===== src/hdl/dq_pkg.sv =====
// Shared types and constants for the bounded deque.
package dq_pkg;

  localparam int unsigned ValW   = 32;
  localparam int unsigned TdataW = 40;

  typedef enum logic [1:0] {
    OP_PUSH_FRONT = 2'd0,
    OP_PUSH_BACK  = 2'd1,
    OP_POP_FRONT  = 2'd2,
    OP_POP_BACK   = 2'd3
  } dq_op_e;

  typedef enum logic [1:0] {
    STAT_DONE  = 2'd0,
    STAT_FULL  = 2'd1,
    STAT_EMPTY = 2'd2
  } dq_status_e;

  // Broadcast controls for the row of cells
  typedef struct packed {
    logic push_front;
    logic pop_front;
    logic push_back;
    logic gather_load;
    logic gather_shift;
  } dq_cell_ctrl_t;

endpackage


===== src/hdl/bounded_deque.sv =====
// Bounded deque top level: controller plus a row of DEPTH storage cells.
// Words sit in a row of cells with the front word always in cell 0: a push or
// pop at the front shifts the whole row by one cell, a push at the back writes
// the cell whose index equals the fill count. Push front, push back, pop front
// and every refused request (push when full, pop when empty) are answered in the
// cycle after they are taken. A pop at the back of a deque holding more than one
// word copies the row into a gather chain and the tail word steps one cell per cycle
// toward cell 0. One request is in flight at a time; a finished result waits in
// the output register and the next request is taken as soon as it is drained.
module bounded_deque #(
  parameter int unsigned DEPTH = 8
) (
  input  logic                        clk_i,
  input  logic                        rst_ni,
  input  logic                        s_axis_tvalid,
  output logic                        s_axis_tready,
  // [1:0] op, [33:2] push_value, [39:34] zero
  input  logic [dq_pkg::TdataW-1:0]   s_axis_tdata,
  output logic                        m_axis_tvalid,
  input  logic                        m_axis_tready,
  // [1:0] status, [33:2] pop_value, [39:34] zero
  output logic [dq_pkg::TdataW-1:0]   m_axis_tdata
);
  import dq_pkg::*;

  localparam int unsigned CntW = $clog2(DEPTH + 1);

  dq_cell_ctrl_t   cell_ctrl;
  logic [CntW-1:0] cnt;
  dq_op_e          op;
  logic [ValW-1:0] push_value;
  logic [ValW-1:0] data   [DEPTH];
  logic [ValW-1:0] gath   [DEPTH];
  dq_status_e      out_status;
  logic [ValW-1:0] out_value;

  assign op         = dq_op_e'(s_axis_tdata[1:0]);
  assign push_value = s_axis_tdata[ValW+1:2];

  dq_ctrl #(
    .DEPTH (DEPTH)
  ) u_ctrl (
    .clk_i        (clk_i),
    .rst_ni       (rst_ni),
    .in_valid_i   (s_axis_tvalid),
    .in_ready_o   (s_axis_tready),
    .op_i         (op),
    .head_data_i  (data[0]),
    .head_gath_i  (gath[0]),
    .ctrl_o       (cell_ctrl),
    .cnt_o        (cnt),
    .out_valid_o  (m_axis_tvalid),
    .out_ready_i  (m_axis_tready),
    .out_status_o (out_status),
    .out_value_o  (out_value)
  );

  for (genvar i = 0; i < DEPTH; i++) begin : g_cell
    logic [ValW-1:0] prev_data, next_data, next_gath;
    if (i == 0) begin : g_first
      assign prev_data = push_value;
    end else begin : g_mid
      assign prev_data = data[i-1];
    end
    if (i == DEPTH - 1) begin : g_last
      assign next_data = '0;
      assign next_gath = '0;
    end else begin : g_inner
      assign next_data = data[i+1];
      assign next_gath = gath[i+1];
    end
    dq_cell #(
      .DEPTH (DEPTH),
      .IDX   (i)
    ) u_cell (
      .clk_i        (clk_i),
      .ctrl_i       (cell_ctrl),
      .cnt_i        (cnt),
      .push_value_i (push_value),
      .prev_data_i  (prev_data),
      .next_data_i  (next_data),
      .next_gath_i  (next_gath),
      .data_o       (data[i]),
      .gath_o       (gath[i])
    );
  end

  assign m_axis_tdata = {(TdataW - ValW - 2)'(0), out_value, out_status};

endmodule


===== src/hdl/dq_cell.sv =====
// One storage cell of the deque row, with its word and a gather stage.
module dq_cell #(
  parameter int unsigned DEPTH = 8,
  parameter int unsigned IDX   = 0,
  localparam int unsigned CntW = $clog2(DEPTH + 1)
) (
  input  logic                      clk_i,
  input  dq_pkg::dq_cell_ctrl_t     ctrl_i,
  input  logic [CntW-1:0]           cnt_i,
  input  logic [dq_pkg::ValW-1:0]   push_value_i,
  input  logic [dq_pkg::ValW-1:0]   prev_data_i,
  input  logic [dq_pkg::ValW-1:0]   next_data_i,
  input  logic [dq_pkg::ValW-1:0]   next_gath_i,
  output logic [dq_pkg::ValW-1:0]   data_o,
  output logic [dq_pkg::ValW-1:0]   gath_o
);
  import dq_pkg::*;

  logic [ValW-1:0] data_q, data_d;
  logic [ValW-1:0] gath_q, gath_d;

  always_comb begin
    data_d = data_q;
    if (ctrl_i.push_front) begin
      data_d = prev_data_i;
    end else if (ctrl_i.pop_front) begin
      data_d = next_data_i;
    end else if (ctrl_i.push_back && (cnt_i == CntW'(IDX))) begin
      data_d = push_value_i;
    end
  end

  always_comb begin
    gath_d = gath_q;
    if (ctrl_i.gather_load) begin
      gath_d = data_q;
    end else if (ctrl_i.gather_shift) begin
      gath_d = next_gath_i;
    end
  end

  always_ff @(posedge clk_i) begin
    data_q <= data_d;
    gath_q <= gath_d;
  end

  assign data_o = data_q;
  assign gath_o = gath_q;

endmodule


===== src/hdl/dq_ctrl.sv =====
// Deque controller: fill count, cell controls, tail gather and result register.
module dq_ctrl #(
  parameter int unsigned DEPTH = 8,
  localparam int unsigned CntW = $clog2(DEPTH + 1)
) (
  input  logic                      clk_i,
  input  logic                      rst_ni,
  input  logic                      in_valid_i,
  output logic                      in_ready_o,
  input  dq_pkg::dq_op_e            op_i,
  input  logic [dq_pkg::ValW-1:0]   head_data_i,
  input  logic [dq_pkg::ValW-1:0]   head_gath_i,
  output dq_pkg::dq_cell_ctrl_t     ctrl_o,
  output logic [CntW-1:0]           cnt_o,
  output logic                      out_valid_o,
  input  logic                      out_ready_i,
  output dq_pkg::dq_status_e        out_status_o,
  output logic [dq_pkg::ValW-1:0]   out_value_o
);
  import dq_pkg::*;

  typedef enum logic [1:0] {
    ST_IDLE   = 2'b01,
    ST_GATHER = 2'b10
  } dq_state_e;

  dq_state_e       state_q, state_d;
  logic [CntW-1:0] cnt_q, cnt_d;
  logic [CntW-1:0] gcnt_q, gcnt_d;
  logic            out_valid_q, out_valid_d;
  dq_status_e      out_status_q, out_status_d;
  logic [ValW-1:0] out_value_q, out_value_d;
  logic            accept, full, empty, emit;
  dq_status_e      emit_status;
  logic [ValW-1:0] emit_value;

  assign in_ready_o = (state_q == ST_IDLE) && (!out_valid_q || out_ready_i);
  assign accept     = in_valid_i && in_ready_o;
  assign full       = (cnt_q == CntW'(DEPTH));
  assign empty      = (cnt_q == '0);

  always_comb begin
    state_d     = state_q;
    cnt_d       = cnt_q;
    gcnt_d      = gcnt_q;
    ctrl_o      = '0;
    emit        = 1'b0;
    emit_status = STAT_DONE;
    emit_value  = '0;
    unique case (state_q)
      ST_IDLE: begin
        if (accept) begin
          emit = 1'b1;
          case (op_i)
            OP_PUSH_FRONT: begin
              if (full) begin
                emit_status = STAT_FULL;
              end else begin
                ctrl_o.push_front = 1'b1;
                cnt_d = cnt_q + 1'b1;
              end
            end
            OP_PUSH_BACK: begin
              if (full) begin
                emit_status = STAT_FULL;
              end else begin
                ctrl_o.push_back = 1'b1;
                cnt_d = cnt_q + 1'b1;
              end
            end
            OP_POP_FRONT: begin
              if (empty) begin
                emit_status = STAT_EMPTY;
              end else begin
                ctrl_o.pop_front = 1'b1;
                emit_value = head_data_i;
                cnt_d = cnt_q - 1'b1;
              end
            end
            default: begin
              if (empty) begin
                emit_status = STAT_EMPTY;
              end else if (cnt_q == CntW'(1)) begin
                emit_value = head_data_i;
                cnt_d = '0;
              end else begin
                // tail word walks down the gather stages to cell 0
                emit = 1'b0;
                ctrl_o.gather_load = 1'b1;
                gcnt_d  = cnt_q - 1'b1;
                cnt_d   = cnt_q - 1'b1;
                state_d = ST_GATHER;
              end
            end
          endcase
        end
      end
      ST_GATHER: begin
        if (gcnt_q == '0) begin
          emit       = 1'b1;
          emit_value = head_gath_i;
          state_d    = ST_IDLE;
        end else begin
          ctrl_o.gather_shift = 1'b1;
          gcnt_d = gcnt_q - 1'b1;
        end
      end
      default: begin
        state_d = ST_IDLE;
      end
    endcase
  end

  always_comb begin
    out_valid_d  = out_valid_q;
    out_status_d = out_status_q;
    out_value_d  = out_value_q;
    if (emit) begin
      out_valid_d  = 1'b1;
      out_status_d = emit_status;
      out_value_d  = emit_value;
    end else if (out_ready_i) begin
      out_valid_d = 1'b0;
    end
  end

  always_ff @(posedge clk_i or negedge rst_ni) begin
    if (!rst_ni) begin
      state_q     <= ST_IDLE;
      cnt_q       <= '0;
      gcnt_q      <= '0;
      out_valid_q <= 1'b0;
    end else begin
      state_q     <= state_d;
      cnt_q       <= cnt_d;
      gcnt_q      <= gcnt_d;
      out_valid_q <= out_valid_d;
    end
  end

  always_ff @(posedge clk_i) begin
    out_status_q <= out_status_d;
    out_value_q  <= out_value_d;
  end

  assign cnt_o        = cnt_q;
  assign out_valid_o  = out_valid_q;
  assign out_status_o = out_status_q;
  assign out_value_o  = out_value_q;

endmodule


===== config.mk =====
export PLATFORM = sky130hd
export DESIGN_NAME = bounded_deque
export DESIGN_NICKNAME = d
export VERILOG_FILES = /design/src/hdl/dq_pkg.sv /design/src/hdl/bounded_deque.sv /design/src/hdl/dq_cell.sv /design/src/hdl/dq_ctrl.sv
export SDC_FILE = /design/constraint.sdc
export NUM_CORES = 1
export LEC_CHECK = 0
export BUFFER_PORTS_ARGS = -buffer_cell sky130_fd_sc_hd__buf_4
export CORE_ASPECT_RATIO = 2
export CORE_MARGIN = 4
export CORE_UTILIZATION = 30
export DETAILED_ROUTE_END_ITERATION = 8
export PLACE_DENSITY = 0.41
export SLEW_MARGIN = 40
export SYNTH_ARGS = -nofsm -noshare
export SYNTH_HDL_FRONTEND = slang
export SYNTH_SLANG_ARGS = --single-unit

===== constraint.sdc =====
create_clock -name clk_i -period 6.5 [get_ports clk_i]
set_clock_uncertainty 0.2 [all_clocks]
set_input_delay 0.975 -clock clk_i [delete_from_list [all_inputs] [get_ports clk_i]]
set_output_delay 0.975 -clock clk_i [all_outputs]
set_load 0.1 [all_outputs]

Word-level counts from Yosys, hierarchy flattened:

Index checks and enable logic that the tools add are counted.

* add/subtract/negate cells: 3
* equal/unequal tests: 21
* muxes and demuxes: 87
* reductions and logical operators: 32

Operators by type and width (number)
* $mux W32: 45
* $pmux W32 S2: 2
* $mux W4: 11
* $reduce_bool A3 Y1: 8
* $mux W1: 18
* $eq A4 B3 Y1 const B: 4
* $pmux W4 S2: 2
* $mux W2: 7
* $ne A2 B2 Y1 const B: 7
* $logic_and A1 B1 Y1: 10
* $reduce_and A5 Y1: 2
* $eq A4 B2 Y1 const B: 2
* $logic_not A4 Y1: 2
* $sub A4 B1 Y4 const B: 2
* $reduce_and A6 Y1: 1
* $reduce_bool A2 Y1: 3
* $add A4 B1 Y4 const B: 1
* $eq A2 B1 Y1 const B: 2
* $eq A2 B2 Y1 const B: 2
* $eq A4 B1 Y1 const B: 1
* $eq A4 B4 Y1 const B: 1
* $ne A2 B1 Y1 const B: 2
* $pmux W2 S2: 1
* $reduce_or A3 Y1: 1
* other kinds (6): 6

* register bits after elaboration: 557
* bits of input ports: 44
* output and inout bits: 42
* word-level logic and storage cells: 165

Depth between registers and ports, before layout:

Gate-level depths: netlist of run 1.

* depth in word-level cells: 10
* mapped depth: 9

Modules after synthesis:

From an unflattened synthesis of run 1, not the netlist that was laid out.

* cells, all modules: 1915
* area, all modules: 28041.9 um2

By module, submodules not included
* dq_cell (g_cell[3].u_cell ...): instances 2, cells each 210, area each 3193.1 um2
* dq_cell (g_cell[1].u_cell ...): instances 2, cells each 210, area each 3191.8 um2
* dq_cell (g_cell[5].u_cell ...): instances 2, cells each 211, area each 3191.8 um2
* dq_cell (g_cell[0].u_cell ...): instances 2, cells each 210, area each 3189.3 um2
* dq_ctrl: instances 1, cells each 226, area each 2461.1 um2
* bounded_deque: instances 1, cells each 7, area each 48.8 um2

Least setup slack after synthesis of run 1:

No wires, ideal clock.

* path type: input to register
* start: input m_axis_tready
* end: register g_cell[0].u_cell.gath_q[0], enable pin
* arrival time: 4.802 ns
* data required time: 5.789 ns
* path slack: 0.987 ns
* stages on the path: 5
* buffers on the path: 1
* cells stage by stage: nand2b_1 > clkbuf_1 > nand2_1 > nor2_1 > or2_2

* cells in the longest elaborated chain, start to end: 6

RTL lines
* start: declaration: RTL line bounded_deque.sv:20 `input logic m_axis_tready,`
* $logic_or A1 B1 Y1: RTL line dq_ctrl.sv:37 `assign in_ready_o = (state_q == ST_IDLE) && (!out_valid_q || out_ready_i);`
* $logic_and A1 B1 Y1: RTL line dq_ctrl.sv:37
* $logic_and A1 B1 Y1: RTL line dq_ctrl.sv:38 `assign accept = in_valid_i && in_ready_o;`
* $mux W4: RTL line dq_ctrl.sv:52 `if (accept) begin`
* $mux W4: RTL line dq_ctrl.sv:50 `unique case (state_q)`
* $reduce_bool A2 Y1 (no source line)
* end signal: assignment: RTL line dq_cell.sv:44 `gath_q <= gath_d;`
* end: declaration: RTL line dq_cell.sv:20 `logic [ValW-1:0] gath_q, gath_d;`

No other way between the ends.
A chain may end at the register's enable or synchronous reset.

Final worst setup path of run 1:

* start: register u_ctrl.state_q[0]
* end: register g_cell[6].u_cell.gath_q[5], enable pin

* cells in the longest elaborated chain, start to end: 6
* elaborated cells on any way between the ends: 8
* those cells by class: eq/ne: 2; mux: 3; reduce/logical: 3

RTL lines
* start: declaration: RTL line dq_ctrl.sv:27 `dq_state_e state_q, state_d;`
* start signal: assignment: RTL line dq_ctrl.sv:134 `state_q <= state_d;`
* $eq A2 B1 Y1: RTL line dq_ctrl.sv:37, dq_ctrl.sv:50
* $logic_and A1 B1 Y1: RTL line dq_ctrl.sv:37
* $logic_and A1 B1 Y1: RTL line dq_ctrl.sv:38
* $mux W4: RTL line dq_ctrl.sv:52
* $mux W4: RTL line dq_ctrl.sv:50
* $reduce_bool A2 Y1 (no source line) *
* end signal: assignment: RTL line dq_cell.sv:44
* end: declaration: RTL line dq_cell.sv:20

Mark *: on every way between the ends. The rest lies on a longest branch, timed or not.

==> summary.txt, run 1 <==
Run status
  – Status: finished, final reports clean

Floorplanning
  – Initial Util: 30.21%
  – Die width: 208.9 um
  – Core area: 80190 um2
  – # IOs: 86
  – Die span in y: 409.8 um
  – Row count: 147
  – Die area: 85620 um2

Placement
  – Placer Congestion: 0.7130
  – HPWL Detailed: 32420 um
  – Port buffer count: 73
  – Post-place instance area: 25690 um2

Setup path
  – Reg2Reg Depth: 7
  – Crit-path max FO: 59
  – CP required: 6.52 ns
  – Reg-to-Reg Start: u_ctrl.state_q[0]
  – Reg2reg setup slack: 2.67 ns
  – Worst Path Arrival: 3.85 ns
  – CP startpoint kind: flip-flop
  – Kind of critical path: flip-flop to flip-flop
  – Reg-to-Reg End: g_cell[6].u_cell.gath_o[5]
  – CP endpoint kind: flip-flop

Layout
  – Nets@finish: 1495
  – Post-route cell area: 27340 um2
  – Final core utilization: 34.09%
  – Share of cells above drive strength 1: 21.86%
  – ANT cells: 0
  – Synth-to-Final Area Change: 12.86%

Detailed routing
  – TritonRoute pass-1 iters: 5
  – DRT iter0 DRCs: 1008
  – Vias per cell: 5.266
  – Via count: 13300
  – Routed WL per cell: 24.33 um
  – Post-DRT Antenna Nets: 0
  – DRC Markers: 0
  – Routed WL: 61440 um

STA
  – Min Tclk post-route: 3.831 ns
  – Fin. max-slew vios: 0
  – TNS Setup: 0 ns
  – Max_slew headroom: 39.86%
  – Fmax: 261.0 MHz
  – Final Hold Vio Count: 0
  – Count of final setup violators: 0
  – Final Cycle Share: 58.94%
  – RSZ-0062 raised after global routing: no
  – Worst Tran Pin Value: 0.9021 ns
  – Hold slack: 0.3200 ns

Synth
  – Cell taking the most area after synthesis: edfxtp_1
  – Sequential fraction of the synthesis area: 68.83%
  – Number of synthesized flops with an enable pin: 546
  – Yosys Warn Count: 0
  – Most common cell in the synthesized netlist: edfxtp_1
  – Cell variety after synth: 57
  – Synth Instances: 1394
  – Register bit total from synthesis: 557
  – Primary FF master, synth: edfxtp_1
  – Most frequent cells after synthesis: edfxtp_1, a221o_1, mux2_1
  – Post-Syn Area per Cell: 17.38 um2
  – Mapped cell area: 24220 um2
  – Synth area leaders: edfxtp_1, a221o_1, mux2_1
  – Post-synth top area share: 67.69%
  – Fraction of registers with async set/reset: 1.975%

GRT
  – Largest net degree at the start of global routing: 155
  – Vias in the first global route: 13840
  – Initial antenna violation count: 0
  – Tot GR Track Use: 13.91%
  – Gr ovfl total: 0
  – First-pass GRT wire length: 92550 um

CTS
  – Clk Latency, worst-skew pair: 0.59 ns
  – Max clock buf depth: 3
  – Post-CTS Setup Bufs: 0
  – # H-tree levels: 2
  – Root buf cell: clkbuf_16
  – Clock Sinks: 557
  – Register clock-pin slew on the reported worst setup and hold paths: 0.06 ns
  – CTS tree: built
  – TritonCTS Buffers: 52

Power
  – Pleak: 9.095 nW
  – NetSw: 3.430 mW
  – Internal Power: 7.266 mW
  – Clock Power Share: 28.3%
  – Total power: 10.70 mW
  – Peak supply drop: 0.2292 mV
  – Cell Pwr Density: 391.2 nW/um2
  – Flop pwr share: 49.0%
  – Logic pwr share: 22.7%
  – Switching Fraction: 32.07%

Worst hold path
  – Hold Crit Start: u_ctrl.state_q[0]
  – Hold depth: 2
  – Tightest Hold Check Type: flip-flop to flip-flop
  – WHS Endpoint: u_ctrl.state_q[0]

Flow run
  – Maximum capacitance violations: 0
critical path, cell delays in order (launching register included):
cell	delay, ns
dfstp_2	0.54
ha_1	0.35
and2_1	0.35
nand2_1	0.31
nor2_4	0.18
buf_4	0.51
or2_4	0.43
buf_6	0.52
how the worst max path moves through the flow:
stage | start | end | cells past startpoint
final | u_ctrl.state_q[0] | g_cell[6].u_cell.gath_o[5] | 7
after global routing | u_ctrl.state_q[0] | g_cell[6].u_cell.gath_o[5] | 7
after CTS | u_ctrl.state_q[0] | g_cell[1].u_cell.gath_o[5] | 7
after detailed placement | m_axis_tready | g_cell[5].u_cell.gath_o[4] | 7
after global placement | m_axis_tready | g_cell[2].u_cell.data_o[9] | 6
after floorplan | m_axis_tready | g_cell[0].u_cell.gath_o[0] | 5
state kept, by name, indices dropped and copies added (netlist names):
register / count
u_ctrl.out_value_o: 32
g_cell.u_cell.gath_o: 256
u_ctrl.state_q: 2
u_ctrl.out_status_o: 2
u_ctrl.cnt_o: 4
u_ctrl.out_valid_o: 1
g_cell.u_cell.data_o: 256
u_ctrl.gcnt_q: 4
cell type report:
class / instances / area (um2)
Sequential cell: 557 / 16670
Tap cell: 1043 / 1305
Clock buffer: 75 / 1430
Inverter: 13 / 48.80
Fill cell: 7754 / 52850
Timing Repair Buffer: 99 / 845.8
Clock inverter: 19 / 178.9
Multi-Input combinational cell: 719 / 6857
power groups by stage:
stage | registers [mW] | logic [mW] | clock network (mW)
after global routing | 5.32 | 2.61 | 3.27
after CTS | 5.26 | 2.48 | 3.15
after floorplan | 5.68 | 1.30 | 0
after global placement | 5.32 | 2.42 | 0
after detailed placement | 5.33 | 2.47 | 0
final | 5.24 | 2.43 | 3.02
per-layer routing:
| layer | vias up | share of wire, % | global-route usage [%] |
|---|---|---|---|
| met5 | - | 0 | 0 |
| met4 | 0 | 1.9 | 3.423 |
| met3 | 56 | 3.7 | 1.670 |
| met2 | 330 | 51 | 24.58 |
| met1 | 7045 | 43 | 18.20 |
| li1 | 5865 | - | - |
cell families (layout without fill, tap and decap cells):
kind of cell,count (synthesis),in the layout,synth area share (%)
other cells,1,6,0.01548
mux,261,261,12.11
compound gates,330,330,12.51
xor+xnor,3,3,0.1085
fa+ha+maj,9,9,0.4649
flops,557,557,68.83
buf+inv,123,206,3.533
simple gates,110,110,2.428
cell usage in the layout (no fill, tap or decap), types with 3 or more instances in the layout:
master / netlist / layout
a31oi_1: 3 / 3
mux2i_1: 4 / 4
clkinv_1: 0 / 7
a21boi_1: 18 / 18
buf_12: 0 / 4
mux2_1: 138 / 138
o21ai_0: 7 / 7
bufinv_16: 0 / 3
a21o_1: 33 / 33
clkbuf_16: 0 / 54
a221o_1: 193 / 193
clkbuf_1: 14 / 21
nand3_1: 7 / 7
a32oi_1: 32 / 32
and2_1: 37 / 37
conb_1: 1 / 6
nor2_4: 0 / 3
nand2_1: 10 / 6
nand2_4: 0 / 3
nand2b_1: 3 / 3
ha_1: 9 / 8
nor3_1: 4 / 3
a21boi_2: 14 / 14
nor2_1: 37 / 34
clkinv_2: 0 / 6
mux2_2: 119 / 119
edfxtp_1: 546 / 546
inv_1: 11 / 11
dfrtp_1: 10 / 10
buf_4: 25 / 87
a21oi_1: 10 / 10
buf_6: 34 / 4
through the flow:
step / worst slack, ns / cells
3_5_place_dp: 2.190 / 2429
2_1_floorplan: 0.9869 / 1399
6_report: 2.669 / 2525
4_1_cts: 2.384 / 2524
3_3_place_gp: 2.253 / 2426
5_1_grt: 2.451 / 2525
what timing repair did:
| item | in CTS | in global routing |
|---|---|---|
| hold buffers | 1 | 0 |
| gates resized for setup | 0 | 0 |
| endpoints found under the hold margin | 9 | 0 |
Power figures use the tool's default switching activity.
==> run 2, diff against run 1 <==
--- a/config.mk
+++ b/config.mk
@@ -10,7 +10,7 @@
 export CORE_MARGIN = 4
 export CORE_UTILIZATION = 30
 export DETAILED_ROUTE_END_ITERATION = 8
-export PLACE_DENSITY = 0.41
+export PLACE_DENSITY = 0.42
 export SLEW_MARGIN = 40
 export SYNTH_ARGS = -nofsm -noshare
 export SYNTH_HDL_FRONTEND = slang
==> constraint.sdc (replaced) <==
create_clock -name clk_i -period 3.23 [get_ports clk_i]
set_clock_uncertainty 0.2 [all_clocks]
set_input_delay 0.4845 -clock clk_i [delete_from_list [all_inputs] [get_ports clk_i]]
set_output_delay 0.4845 -clock clk_i [all_outputs]
set_load 0.1 [all_outputs]
==> summary.txt, run 2 (same netlist as run 1, synthesis figures left out) <==
Setup path
  – CP delay by family, top: simple AND/OR/NAND/NOR gates
  – Reg-to-Reg Start: u_ctrl.cnt_o[1]
  – CP endpoint kind: flip-flop
  – CP required: 3.37 ns
  – Reg2Reg Depth: 8
  – Reg-to-Reg End: g_cell[6].u_cell.data_o[8]
  – Worst path max stage delay: 0.46 ns
  – Crit-path max FO: 29
  – CP Depth: 8
  – Kind of critical path: flip-flop to flip-flop
  – CP max-delay cell: dfrtp_1
  – Worst path most repeated cell: buf_12
  – CP startpoint kind: flip-flop
  – Bufs and invs on worst path: 3
  – Worst Path Arrival: 2.87 ns
  – Crit path from: u_ctrl.cnt_o[1]
  – Reg2reg setup slack: 0.50 ns
  – Worst path cell trace: inv_1, ha_2, nor2b_4, nand2_1, and4_4, buf_12, buf_12, a221o_1
  – Setup crit end: g_cell[6].u_cell.data_o[8]

Layout
  – Synth-to-Final Area Change: 16.46%
  – Post-route cell area: 28210 um2
  – Share of cells above drive strength 1: 24.19%
  – Filler cells: 7652
  – Most frequent cells in the layout: edfxtp_1, a221o_1, mux2_1
  – Most common cell after layout, fill and taps aside: edfxtp_1
  – Nets@finish: 1562
  – Final core utilization: 35.18%

STA
  – Min Tclk post-route: 2.731 ns
  – RSZ-0062 raised after global routing: no
  – Final Hold Vio Count: 0
  – Fmax: 366.2 MHz
  – Max_slew headroom: 53.39%
  – Count of final setup violators: 0
  – Worst Tran Pin Value: 0.6992 ns
  – Fin. max-slew vios: 0
  – Final Cycle Share: 84.55%

CTS
  – Root buf cell: clkbuf_16
  – Register clock-pin slew on the reported worst setup and hold paths: 0.07 ns
  – Post-CTS Setup Bufs: 0
  – Clk Latency, worst-skew pair: 0.59 ns
  – CTS tree: built
  – # H-tree levels: 2
  – Max clock buf depth: 3
  – TritonCTS Buffers: 52
  – Resize count post-CTS: 0
  – Hold buffer count at CTS: 31
  – Clock Sinks: 557

Placement
  – Port buffer count: 73
  – Placer Congestion: 0.7282
  – Post-place instance area: 26290 um2
  – HPWL Detailed: 36240 um

Detailed routing
  – Routed WL per cell: 23.53 um
  – Via count: 13540
  – M1 WL: 26010 um
  – DRC Markers: 0
  – Met2 WL: 30940 um
  – Post-DRT Antenna Nets: 0
  – Highest metal used: met4
  – TritonRoute pass-1 iters: 5
  – DRT iter0 DRCs: 1046
  – Met3 routed WL: 2668 um
  – Vias per cell: 5.229
  – Routed WL: 60950 um

Power
  – Switching Fraction: 31.81%
  – NetSw: 6.930 mW
  – Peak supply drop: 0.3918 mV
  – Pleak: 9.495 nW
  – Logic pwr share: 23.8%
  – Flop pwr share: 48.4%
  – Clock Power Share: 27.8%
  – Cell Pwr Density: 772.3 nW/um2
  – Internal Power: 14.85 mW

Run status
  – Status: finished, final reports clean

Floorplanning
  – Core area: 80190 um2
  – Die area: 85620 um2
  – Initial Util: 30.21%
  – Die width: 208.9 um
  – Row count: 147
  – Die span in y: 409.8 um
  – # IOs: 86

Worst hold path
  – Tightest Hold Check Type: primary input to flip-flop

GRT
  – Gr ovfl total: 0
  – First-pass GRT wire length: 92640 um
  – Initial antenna violation count: 1
  – Largest net degree at the start of global routing: 87
  – Vias in the first global route: 14010
  – Tot GR Track Use: 13.87%

Flow run
  – Maximum capacitance violations: 0
==> run 2: cell types whose count changed in the layout (fill, tap and decap cells not counted), moves of 4 or more <==
cell           before  now
clkinv_1            7   11
nand2_2             0    4
buf_12              4   31
buf_6               4    0
clkbuf_1           21   10
buf_4              87  104
dlygate4sd3_1       1   31
==> run 2: worst min path at each step <==
| stage | startpoint | to | slack (ns) | depth (start not counted) |
|---|---|---|---|---|
| floorplan | rst_ni | u_ctrl.cnt_o[0] | -0.01 | 0 |
| global placement | rst_ni | u_ctrl.out_valid_o | 0.14 | 1 |
| detailed placement | rst_ni | u_ctrl.out_valid_o | 0.14 | 1 |
| CTS | s_axis_tdata[31] | g_cell[0].u_cell.data_o[29] | 0.005 | 2 |
| global route | s_axis_tdata[31] | g_cell[0].u_cell.data_o[29] | 0.03 | 2 |
| finish | s_axis_tdata[31] | g_cell[0].u_cell.data_o[29] | 0.04 | 2 |
==> run 2: stage by stage <==
step	worst slack (ns)	TNS (ns)	power, mW	cells	hold slack [ns]
floorplan	-0.3750	-96.00	14.07	1399	-0.01109
detailed placement	0.4848	0	15.97	2467	0.1404
finish	0.4989	0	21.78	2590	0.04488
CTS	0.4837	0	22.17	2589	0.004992
global route	0.3701	0	22.80	2590	0.02762
global placement	0.4911	0	15.87	2467	0.1401
==> run 2: routing by layer <==
layer | track usage [%] | up-vias
li1 | - | 6002
met1 | 18.04 | 7123
met2 | 24.27 | 344
met3 | 2.007 | 75
met4 | 3.614 | 0
met5 | 0 | -
==> run 2: worst register-to-register path: stages, from the launching register on <==
cell     delay (ns)
dfrtp_1        0.46
inv_1          0.13
ha_2           0.28
nor2b_4        0.21
nand2_1        0.12
and4_4         0.31
buf_12         0.20
buf_12         0.20
a221o_1        0.38
==> run 2: layout make-up <==
cell class | instances | area (um2) | area share, %
flip-flops and latches | 557 | 16680 | 59.12
multi-input cells | 719 | 6859 | 24.32
repair buffers | 166 | 1712 | 6.068
clock buffers | 64 | 1389 | 4.923
well taps | 1043 | 1305 | 4.626
clock inverters | 27 | 216.5 | 0.7674
inverters | 13 | 48.80 | 0.1730
diodes | 1 | 2.502 | 0.008871
==> run 2: power by group through the flow <==
stage | Sequential [mW] | Combinational, mW | Clock, mW
4_1_cts | 10.6 | 5.30 | 6.30
2_1_floorplan | 11.4 | 2.66 | 0
5_1_grt | 10.7 | 5.56 | 6.54
6_report | 10.5 | 5.19 | 6.05
3_3_place_gp | 10.7 | 5.18 | 0
3_5_place_dp | 10.7 | 5.24 | 0
